File: config.mk
export PLATFORM = sky130hd
export DESIGN_NAME = point_lexicographic_sorter_unit_flat
export DESIGN_NICKNAME = d
export VERILOG_FILES = /design/src/rtl/pls_pkg.sv /design/src/rtl/pls_if.sv /design/src/rtl/pls_mem.sv /design/src/rtl/pls_rank_unit.sv /design/src/rtl/point_lexicographic_sorter_unit.sv /design/src/flat_wrapper.sv
export SDC_FILE = /design/constraint.sdc
export NUM_CORES = 2
export LEC_CHECK = 0
export BUFFER_PORTS_ARGS = -buffer_cell sky130_fd_sc_hd__clkbuf_2
export CORE_MARGIN = 2
export CORE_UTILIZATION = 45
export CTS_CLUSTER_SIZE = 10
export DETAILED_ROUTE_END_ITERATION = 16
export MAX_ROUTING_LAYER = met4
export PLACE_DENSITY = 0.6
export SLEW_MARGIN = 40
export SYNTH_ARGS = -nofsm -noshare
export SYNTH_HDL_FRONTEND = slang
export SYNTH_MEMORY_MAX_BITS = 65536
export SYNTH_SLANG_ARGS = --single-unit
export TNS_END_PERCENT = 50
File: constraint.sdc
create_clock -name clk -period 3.8 [get_ports clk]
set_input_delay 0.38 -clock clk [delete_from_list [all_inputs] [get_ports clk]]
set_output_delay 0.38 -clock clk [all_outputs]
set_load 0.05 [all_outputs]
File: src/rtl/pls_pkg.sv
// ----------------------------------------------------------------------------
// pls_pkg
// Shared constants, types and the control struct of the point sorter.
// ----------------------------------------------------------------------------
`default_nettype none

package pls_pkg;

  localparam int MAX_POINTS_DEF = 64;
  localparam int COORD_BITS_DEF = 18;

  typedef enum logic [2:0] {
    ST_LOAD,
    ST_FETCH,
    ST_KEY,
    ST_SCAN,
    ST_PLACE,
    ST_RD,
    ST_LD,
    ST_SEND
  } state_t;

  // Control of the rank counter for one comparison cycle.
  typedef struct packed {
    logic clear;
    logic en;
    logic earlier;
  } rank_ctl_t;

endpackage

`default_nettype wire

File: src/rtl/pls_if.sv
// ----------------------------------------------------------------------------
// pls_if
// Valid/ready channels that carry input points and sorted points.
// ----------------------------------------------------------------------------
`default_nettype none

interface pls_in_if
  import pls_pkg::*;
#(
  parameter int COORD_BITS = COORD_BITS_DEF
) ();
  logic                         valid;
  logic                         ready;
  logic signed [COORD_BITS-1:0] point_x;
  logic signed [COORD_BITS-1:0] point_y;
  logic                         final_point;

  modport source (output valid, point_x, point_y, final_point, input ready);
  modport sink   (input valid, point_x, point_y, final_point, output ready);
endinterface

interface pls_out_if
  import pls_pkg::*;
#(
  parameter int COORD_BITS = COORD_BITS_DEF
) ();
  logic                         valid;
  logic                         ready;
  logic signed [COORD_BITS-1:0] sorted_x;
  logic signed [COORD_BITS-1:0] sorted_y;
  logic                         final_result;

  modport source (output valid, sorted_x, sorted_y, final_result, input ready);
  modport sink   (input valid, sorted_x, sorted_y, final_result, output ready);
endinterface

`default_nettype wire

File: src/rtl/pls_mem.sv
// ----------------------------------------------------------------------------
// pls_mem
// Single write port, single read port synchronous memory with a registered read.
// ----------------------------------------------------------------------------
`default_nettype none

module pls_mem
  import pls_pkg::*;
#(
  parameter int DEPTH = MAX_POINTS_DEF,
  parameter int WIDTH = 2 * COORD_BITS_DEF,
  localparam int ABITS = (DEPTH > 1) ? $clog2(DEPTH) : 1
) (
  input  wire logic             clk,
  input  wire logic             wr_en,
  input  wire logic [ABITS-1:0] wr_addr,
  input  wire logic [WIDTH-1:0] wr_data,
  input  wire logic             rd_en,
  input  wire logic [ABITS-1:0] rd_addr,
  output logic      [WIDTH-1:0] rd_data
);

  logic [WIDTH-1:0] mem [DEPTH];

  always_ff @(posedge clk) begin
    if (wr_en) begin
      mem[wr_addr] <= wr_data;
    end
  end

  always_ff @(posedge clk) begin
    if (rd_en) begin
      rd_data <= mem[rd_addr];
    end
  end

endmodule

`default_nettype wire

File: src/rtl/pls_rank_unit.sv
// ----------------------------------------------------------------------------
// pls_rank_unit
// Counts how many stored points come before the key point in sorted order.
// ----------------------------------------------------------------------------
`default_nettype none

module pls_rank_unit
  import pls_pkg::*;
#(
  parameter int MAX_POINTS = MAX_POINTS_DEF,
  parameter int COORD_BITS = COORD_BITS_DEF,
  localparam int IDX_BITS = (MAX_POINTS > 1) ? $clog2(MAX_POINTS) : 1
) (
  input  wire logic                         clk,
  input  wire logic                         rst,
  input  wire rank_ctl_t                    ctl,
  input  wire logic signed [COORD_BITS-1:0] key_x,
  input  wire logic signed [COORD_BITS-1:0] key_y,
  input  wire logic signed [COORD_BITS-1:0] cand_x,
  input  wire logic signed [COORD_BITS-1:0] cand_y,
  output logic             [IDX_BITS-1:0]   rank
);

  logic x_less;
  logic x_eq;
  logic y_less;
  logic y_eq;
  logic ahead;

  assign x_less = cand_x < key_x;
  assign x_eq   = cand_x == key_x;
  assign y_less = cand_y < key_y;
  assign y_eq   = cand_y == key_y;

  // Equal points are ranked by store position so that every rank is unique.
  assign ahead = x_less || (x_eq && y_less) || (x_eq && y_eq && ctl.earlier);

  always_ff @(posedge clk) begin
    if (rst || ctl.clear) begin
      rank <= '0;
    end else if (ctl.en && ahead) begin
      rank <= rank + IDX_BITS'(1);
    end
  end

endmodule

`default_nettype wire

File: src/rtl/point_lexicographic_sorter_unit.sv
// ----------------------------------------------------------------------------
// point_lexicographic_sorter_unit
// Loads a set of points and emits them ordered by x, then by y.
// ----------------------------------------------------------------------------
// Loading takes one cycle per point; the final point starts the sort.
// Sorting ranks each point by one scan of the point store, one store read per
// cycle, then writes the point to the order store. Each sorted word is then
// read, registered and held valid until the receiver takes it. Reset clears
// the state machine and the point count; the memories are not cleared and no
// entry is read before it is written in the current set.
`default_nettype none

module point_lexicographic_sorter_unit
  import pls_pkg::*;
#(
  parameter int MAX_POINTS = MAX_POINTS_DEF,
  parameter int COORD_BITS = COORD_BITS_DEF
) (
  input  wire logic  clk,
  input  wire logic  rst,
  pls_in_if.sink     points,
  pls_out_if.source  sorted
);

  localparam int IDX_BITS = (MAX_POINTS > 1) ? $clog2(MAX_POINTS) : 1;
  localparam int CNT_BITS = $clog2(MAX_POINTS + 1);
  localparam int PT_BITS  = 2 * COORD_BITS;

  state_t state;
  state_t state_next;

  logic [CNT_BITS-1:0] count;
  logic [IDX_BITS-1:0] pos;
  logic [IDX_BITS-1:0] cmp_idx;
  logic [IDX_BITS-1:0] last_idx;

  logic signed [COORD_BITS-1:0] key_x;
  logic signed [COORD_BITS-1:0] key_y;
  logic signed [COORD_BITS-1:0] out_x;
  logic signed [COORD_BITS-1:0] out_y;
  logic                         out_final;
  logic                         out_valid;

  logic                in_ready;
  logic                in_take;
  logic                has_room;
  logic                out_take;
  logic                scan_more;

  logic                st_wr_en;
  logic                st_rd_en;
  logic [IDX_BITS-1:0] st_rd_addr;
  logic [PT_BITS-1:0]  st_rd_data;
  logic                ord_wr_en;
  logic                ord_rd_en;
  logic [PT_BITS-1:0]  ord_rd_data;
  logic [IDX_BITS-1:0] rank;
  rank_ctl_t           rank_ctl;

  assign has_room  = count < CNT_BITS'(MAX_POINTS);
  assign in_take   = points.valid && in_ready;
  assign out_take  = out_valid && sorted.ready;
  assign last_idx  = IDX_BITS'(count - CNT_BITS'(1));
  assign scan_more = (CNT_BITS'(cmp_idx) + CNT_BITS'(1)) < count;

  pls_mem #(
    .DEPTH (MAX_POINTS),
    .WIDTH (PT_BITS)
  ) u_point_store (
    .clk     (clk),
    .wr_en   (st_wr_en),
    .wr_addr (IDX_BITS'(count)),
    .wr_data ({points.point_x, points.point_y}),
    .rd_en   (st_rd_en),
    .rd_addr (st_rd_addr),
    .rd_data (st_rd_data)
  );

  pls_mem #(
    .DEPTH (MAX_POINTS),
    .WIDTH (PT_BITS)
  ) u_order_store (
    .clk     (clk),
    .wr_en   (ord_wr_en),
    .wr_addr (rank),
    .wr_data ({key_x, key_y}),
    .rd_en   (ord_rd_en),
    .rd_addr (pos),
    .rd_data (ord_rd_data)
  );

  pls_rank_unit #(
    .MAX_POINTS (MAX_POINTS),
    .COORD_BITS (COORD_BITS)
  ) u_rank (
    .clk    (clk),
    .rst    (rst),
    .ctl    (rank_ctl),
    .key_x  (key_x),
    .key_y  (key_y),
    .cand_x (st_rd_data[PT_BITS-1:COORD_BITS]),
    .cand_y (st_rd_data[COORD_BITS-1:0]),
    .rank   (rank)
  );

  always_comb begin
    state_next = state;
    unique case (state)
      ST_LOAD:  if (in_take && points.final_point) state_next = ST_FETCH;
      ST_FETCH: state_next = ST_KEY;
      ST_KEY:   state_next = ST_SCAN;
      ST_SCAN:  if (!scan_more) state_next = ST_PLACE;
      ST_PLACE: state_next = (pos == last_idx) ? ST_RD : ST_FETCH;
      ST_RD:    state_next = ST_LD;
      ST_LD:    state_next = ST_SEND;
      ST_SEND: begin
        if (out_take) state_next = out_final ? ST_LOAD : ST_RD;
      end
      default:  state_next = ST_LOAD;
    endcase
  end

  always_comb begin
    in_ready   = 1'b0;
    st_wr_en   = 1'b0;
    st_rd_en   = 1'b0;
    st_rd_addr = pos;
    ord_wr_en  = 1'b0;
    ord_rd_en  = 1'b0;
    rank_ctl   = '{clear: 1'b0, en: 1'b0, earlier: 1'b0};
    unique case (state)
      ST_LOAD: begin
        in_ready = 1'b1;
        st_wr_en = in_take && has_room;
      end
      ST_FETCH: begin
        st_rd_en       = 1'b1;
        rank_ctl.clear = 1'b1;
      end
      ST_KEY: begin
        st_rd_en   = 1'b1;
        st_rd_addr = '0;
      end
      ST_SCAN: begin
        st_rd_en         = scan_more;
        st_rd_addr       = cmp_idx + IDX_BITS'(1);
        rank_ctl.en      = 1'b1;
        rank_ctl.earlier = cmp_idx < pos;
      end
      ST_PLACE: ord_wr_en = 1'b1;
      ST_RD:    ord_rd_en = 1'b1;
      ST_LD, ST_SEND: ;
      default: ;
    endcase
  end

  always_ff @(posedge clk) begin
    if (rst) begin
      state     <= ST_LOAD;
      count     <= '0;
      pos       <= '0;
      cmp_idx   <= '0;
      out_valid <= 1'b0;
    end else begin
      state <= state_next;
      case (state)
        ST_LOAD: begin
          if (in_take && has_room) count <= count + CNT_BITS'(1);
          if (in_take && points.final_point) pos <= '0;
        end
        ST_KEY:  cmp_idx <= '0;
        ST_SCAN: cmp_idx <= cmp_idx + IDX_BITS'(1);
        ST_PLACE: begin
          // The same index register walks the order store during output.
          pos <= (pos == last_idx) ? '0 : pos + IDX_BITS'(1);
        end
        ST_LD: out_valid <= 1'b1;
        ST_SEND: begin
          if (out_take) begin
            out_valid <= 1'b0;
            if (out_final) begin
              count <= '0;
            end else begin
              pos <= pos + IDX_BITS'(1);
            end
          end
        end
        default: ;
      endcase
    end
  end

  always_ff @(posedge clk) begin
    if (state == ST_KEY) begin
      key_x <= st_rd_data[PT_BITS-1:COORD_BITS];
      key_y <= st_rd_data[COORD_BITS-1:0];
    end
    if (state == ST_LD) begin
      out_x     <= ord_rd_data[PT_BITS-1:COORD_BITS];
      out_y     <= ord_rd_data[COORD_BITS-1:0];
      out_final <= pos == last_idx;
    end
  end

  assign points.ready        = in_ready;
  assign sorted.valid        = out_valid;
  assign sorted.sorted_x     = out_x;
  assign sorted.sorted_y     = out_y;
  assign sorted.final_result = out_final;

`ifndef NO_ASSERTIONS
  a_valid_in_send: assert property (@(posedge clk) disable iff (rst)
    out_valid |-> state == ST_SEND)
    else $error("sorted word shown outside the send state");

  a_count_bound: assert property (@(posedge clk) disable iff (rst)
    count <= CNT_BITS'(MAX_POINTS))
    else $error("point count exceeds the store depth");

  a_nonempty_sort: assert property (@(posedge clk) disable iff (rst)
    state != ST_LOAD |-> count != '0)
    else $error("sort or output running on an empty set");

  a_final_starts: assert property (@(posedge clk) disable iff (rst)
    (points.valid && points.ready && points.final_point) |=> state == ST_FETCH)
    else $error("final point did not start the sort");

  a_final_clears: assert property (@(posedge clk) disable iff (rst)
    (out_take && out_final) |=> (state == ST_LOAD && count == '0))
    else $error("set not cleared after the last sorted word");
`endif

endmodule

`default_nettype wire

File: src/flat_wrapper.sv
// flat-port wrapper written by rule: the top's interface ports become plain ports
module point_lexicographic_sorter_unit_flat import pls_pkg::*;
#(
  parameter int MAX_POINTS = MAX_POINTS_DEF,
  parameter int COORD_BITS = COORD_BITS_DEF
)
  (clk, rst, points_valid, points_point_x, points_point_y, points_final_point, points_ready, sorted_valid, sorted_sorted_x, sorted_sorted_y, sorted_final_result, sorted_ready);
  pls_in_if #(.COORD_BITS(COORD_BITS)) points_i ();
  pls_out_if #(.COORD_BITS(COORD_BITS)) sorted_i ();
  input  wire logic clk;
  input  wire logic rst;
  input wire logic [$bits(points_i.valid)-1:0] points_valid;
  input wire logic [$bits(points_i.point_x)-1:0] points_point_x;
  input wire logic [$bits(points_i.point_y)-1:0] points_point_y;
  input wire logic [$bits(points_i.final_point)-1:0] points_final_point;
  output wire logic [$bits(points_i.ready)-1:0] points_ready;
  output wire logic [$bits(sorted_i.valid)-1:0] sorted_valid;
  output wire logic [$bits(sorted_i.sorted_x)-1:0] sorted_sorted_x;
  output wire logic [$bits(sorted_i.sorted_y)-1:0] sorted_sorted_y;
  output wire logic [$bits(sorted_i.final_result)-1:0] sorted_final_result;
  input wire logic [$bits(sorted_i.ready)-1:0] sorted_ready;
  assign points_i.valid = points_valid;
  assign points_i.point_x = points_point_x;
  assign points_i.point_y = points_point_y;
  assign points_i.final_point = points_final_point;
  assign points_ready = points_i.ready;
  assign sorted_valid = sorted_i.valid;
  assign sorted_sorted_x = sorted_i.sorted_x;
  assign sorted_sorted_y = sorted_i.sorted_y;
  assign sorted_final_result = sorted_i.final_result;
  assign sorted_i.ready = sorted_ready;
  point_lexicographic_sorter_unit #(.MAX_POINTS(MAX_POINTS), .COORD_BITS(COORD_BITS)) u_core (.clk(clk), .rst(rst), .points(points_i), .sorted(sorted_i));
endmodule
==> qor.csv <==
stage,metric,value,unit
status,status,"finished, violations left",
status,failing checks,hold timing,
clock_tree,total CTS buffers,556,
clock_tree,Max Root-Sink Buffers,4,
synthesis,"area leader, netlist",edfxtp_1,
worst_hold_path,Hold Path Class,input pin to register,
cells_and_area,fraction of layout cells with a size suffix above 1,20.0,%
floorplanning,Die Ht,647,µm
floorplanning,die area,418000,µm²
cells_and_area,most frequent cells in the layout,"4753 x edfxtp_1, 2270 x nand2_1, 1359 x nand3_1",
sta,Final Setup Violations,0,
clock_tree,clk_lat worst skew,1030,ps
synthesis,Synth area leaders,"edfxtp_1 77%, mux4_2 9.2%, nand2_1 4.6%",
clock_tree,H-tree depth,6,
synthesis,top cell type's share of synthesized area,76.8,%
place,post-DP HPWL,297,mm
critical_path,CP max FO,43,
clock_tree,Root Buffer,clkbuf_16,
synthesis,Synth Cell Area,186000,µm²
critical_path,crit path kind,register to register,
critical_path,CP Data Required Time,4580,ps
synthesis,synth warn,0,
critical_path,Top delay family on crit path,compound AO/OA/AOI/OAI gates,
power_and_ir_drop,Max IR drop VDD,0.462,mV
clock_tree,Clock Sinks,4782,
clock_tree,clk slew on worst S/H paths,60,ps
power_and_ir_drop,Leak Pwr,69.2,nW
synthesis,post-synthesis register bit count,4782,
floorplanning,Initial Util,45.1,%
sta,final clock skew,43.3,ps
drt,total vias in the final route,104133,
drt,1st-iter DRT viols,13170,
drt,drt wl/cell,30.5,µm
floorplanning,# rows,236,
place,gpl congestion,0.850,
critical_path,Slowest cell on crit path,and4b_2,
synthesis,register area share after synthesis,77.1,%
critical_path,critical path cell sequence,ha_1 -> and4b_2 -> a21o_4 -> buf_12 -> buf_12 -> buf_4 -> nand2_1 -> and3_1 -> a311oi_1 -> a311oi_1 -> a211o_1 -> a31oi_4,
sta,Max Slew Vio Count,0,
sta,final period utilization,98.1,%
sta,WHS,-0.273,ps
global_route,total grt overflow,0,
sta,minimum clock period,3730,ps
sta,Hold Fails Final Rpt,1,
drt,Routed Antenna Nets,0,
synthesis,number of enable flip-flop cells after synthesis,4753,
sta,Fin Setup TNS,0,ps
global_route,largest net degree at the start of global routing,90,
critical_path,CP endpoint kind,register,
synthesis,cell count after synthesis,10905,
critical_path,critical path arrival,4510,ps
drt,DRC viols,0,
cells_and_area,Synth-to-Final Area Change,15.6,%
cells_and_area,Multi-input gate area,40500,µm²
clock_tree,CTS tree,yes,
sta,unrepaired setup endpoints after global routing,true,
synthesis,leading register cell type out of synthesis,edfxtp_1,
place,DP Area,199000,µm²
global_route,vias in the first global route,103593,
cells_and_area,Reg area,143000,µm²
cells_and_area,design area,215000,µm²
floorplanning,Die X,647,µm
floorplanning,Core Area,412000,µm²
critical_path,Critical Path Max Stage Delay,450,ps
sta,fmax,268,MHz
synthesis,Yosys cell types,55,
global_route,GRT Total Usage,25.5,%
global_route,initial antenna violation count,32,
power_and_ir_drop,power per cell area,636,nW/µm²
critical_path,crit path buf inv count,3,
synthesis,Synth async-reset ratio,0,%
floorplanning,io pins,80,
cells_and_area,number of fill cells,32698,
cells_and_area,NumNets Final,11628,
drt,drt total wl,524,mm
power_and_ir_drop,Power Total,0.137,W
synthesis,Syn Nets,10998,
global_route,first-pass GRT wire length,748,mm
drt,TritonRoute pass-1 iters,6,
synthesis,Synth Area per Inst,17.0,µm²
place,port bufs,79,
flow_run,Max Cap Viol,0,
sta,Worst Tran Pin Value,874,ps
critical_path,Critical Path Start Type,register,
cells_and_area,"commonest non-fill, non-tap cell in the layout",edfxtp_1,
drt,Vias/cell,6.06,
sta,Slew HR,41.5,%
[cell type report]
type | instances | share of cell area [%]
flip-flops and latches | 4782 | 66.7
clock inverters | 60 | 0.384
repair buffers | 760 | 3.99
clock buffers | 653 | 6.71
multi-input cells | 5337 | 18.8
inverters | 98 | 0.175
diodes | 22 | 0.0256
well taps | 5474 | 3.19
[cells in the mapped netlist (all sizes together), types with 33 or more instances]
cell,instances
a211oi,82
a311oi,229
a31o,68
a31oi,42
a32oi,33
and3,83
buf,325
clkbuf,363
edfxtp,4753
ha,52
inv,98
mux4,756
nand2,2272
nand3,1360
nor2,159
[path summary, 6_finish.rpt]
kind | slack, ps | from | cells after the start | endpoint
setup / recovery | 70 | u_core.cmp_idx[1] | 12 | u_core.u_point_store.rd_data[20]
setup reg to reg | 70 | u_core.cmp_idx[1] | 12 | u_core.u_point_store.rd_data[20]
hold / removal | -0.3 | points_point_y[14] | 1 | u_core.u_point_store.mem[21][14]
hold reg to reg | 410 | u_core.u_order_store.rd_data[24] | 0 | u_core.sorted.sorted_x[6]
[through the flow]
step	setup WS, ps	util, %	hold slack, ps	cells
2_1_floorplan	-563	-	400	10905
3_5_place_dp	-420	48.3	405	16414
3_3_place_gp	-850	48.3	411	16412
6_report	72.0	52.1	-0.273	17186
4_1_cts	14.4	52.1	9.56	17156
5_1_grt	-46.5	52.1	7.70	17178
[per-layer routing]
metal | share of wire [%] | track usage [%]
met4 | 3.5 | 8.23
met5 | 0 | -
met2 | 49 | 41.5
met3 | 8.2 | 3.99
met1 | 39 | 33.0
[report_power, final]
group,internal (W),switching [W]
Combinational,0.0110,0.0173
Clock,0.0267,0.0200
Sequential,0.0606,0.000995
Total,0.0983,0.0383
[timing repair]
| action | CTS | global route |
|---|---|---|
| endpoints found under the setup margin | 1 | 3 |
| hold endpoints to repair | 493 | 13 |
| buffers inserted | 2 | 3 |
| pin swaps | 0 | 0 |
| resized for setup | 1 | 1 |
| hold buffers | 27 | 1 |
[registers in the layout, summed over array words and instances, names as in the netlist, 6 cells and up]
name and flops:
u_core.cmp_idx 6, u_core.sorted.sorted_y 18, u_core.count 7, u_core.u_order_store.rd_data 36, u_core.key_x 18, u_core.u_point_store.rd_data 36
u_core.pos 6, u_core.key_y 18, u_core.u_rank.rank 6, u_core.sorted.sorted_x 18, u_core.u_order_store.mem 2304, u_core.u_point_store.mem 2304
[kinds of logic after synthesis]
logic type	share of synthesized area [%]
AO/OA/AOI/OAI	2.45
AND/OR/NAND/NOR	9.07
multiplexers	9.18
XOR/XNOR	0.118
flip-flops	77.1
buffers and inverters	1.75
adder cells (fa/ha/maj)	0.350
(Power assumes the default switching activity.)
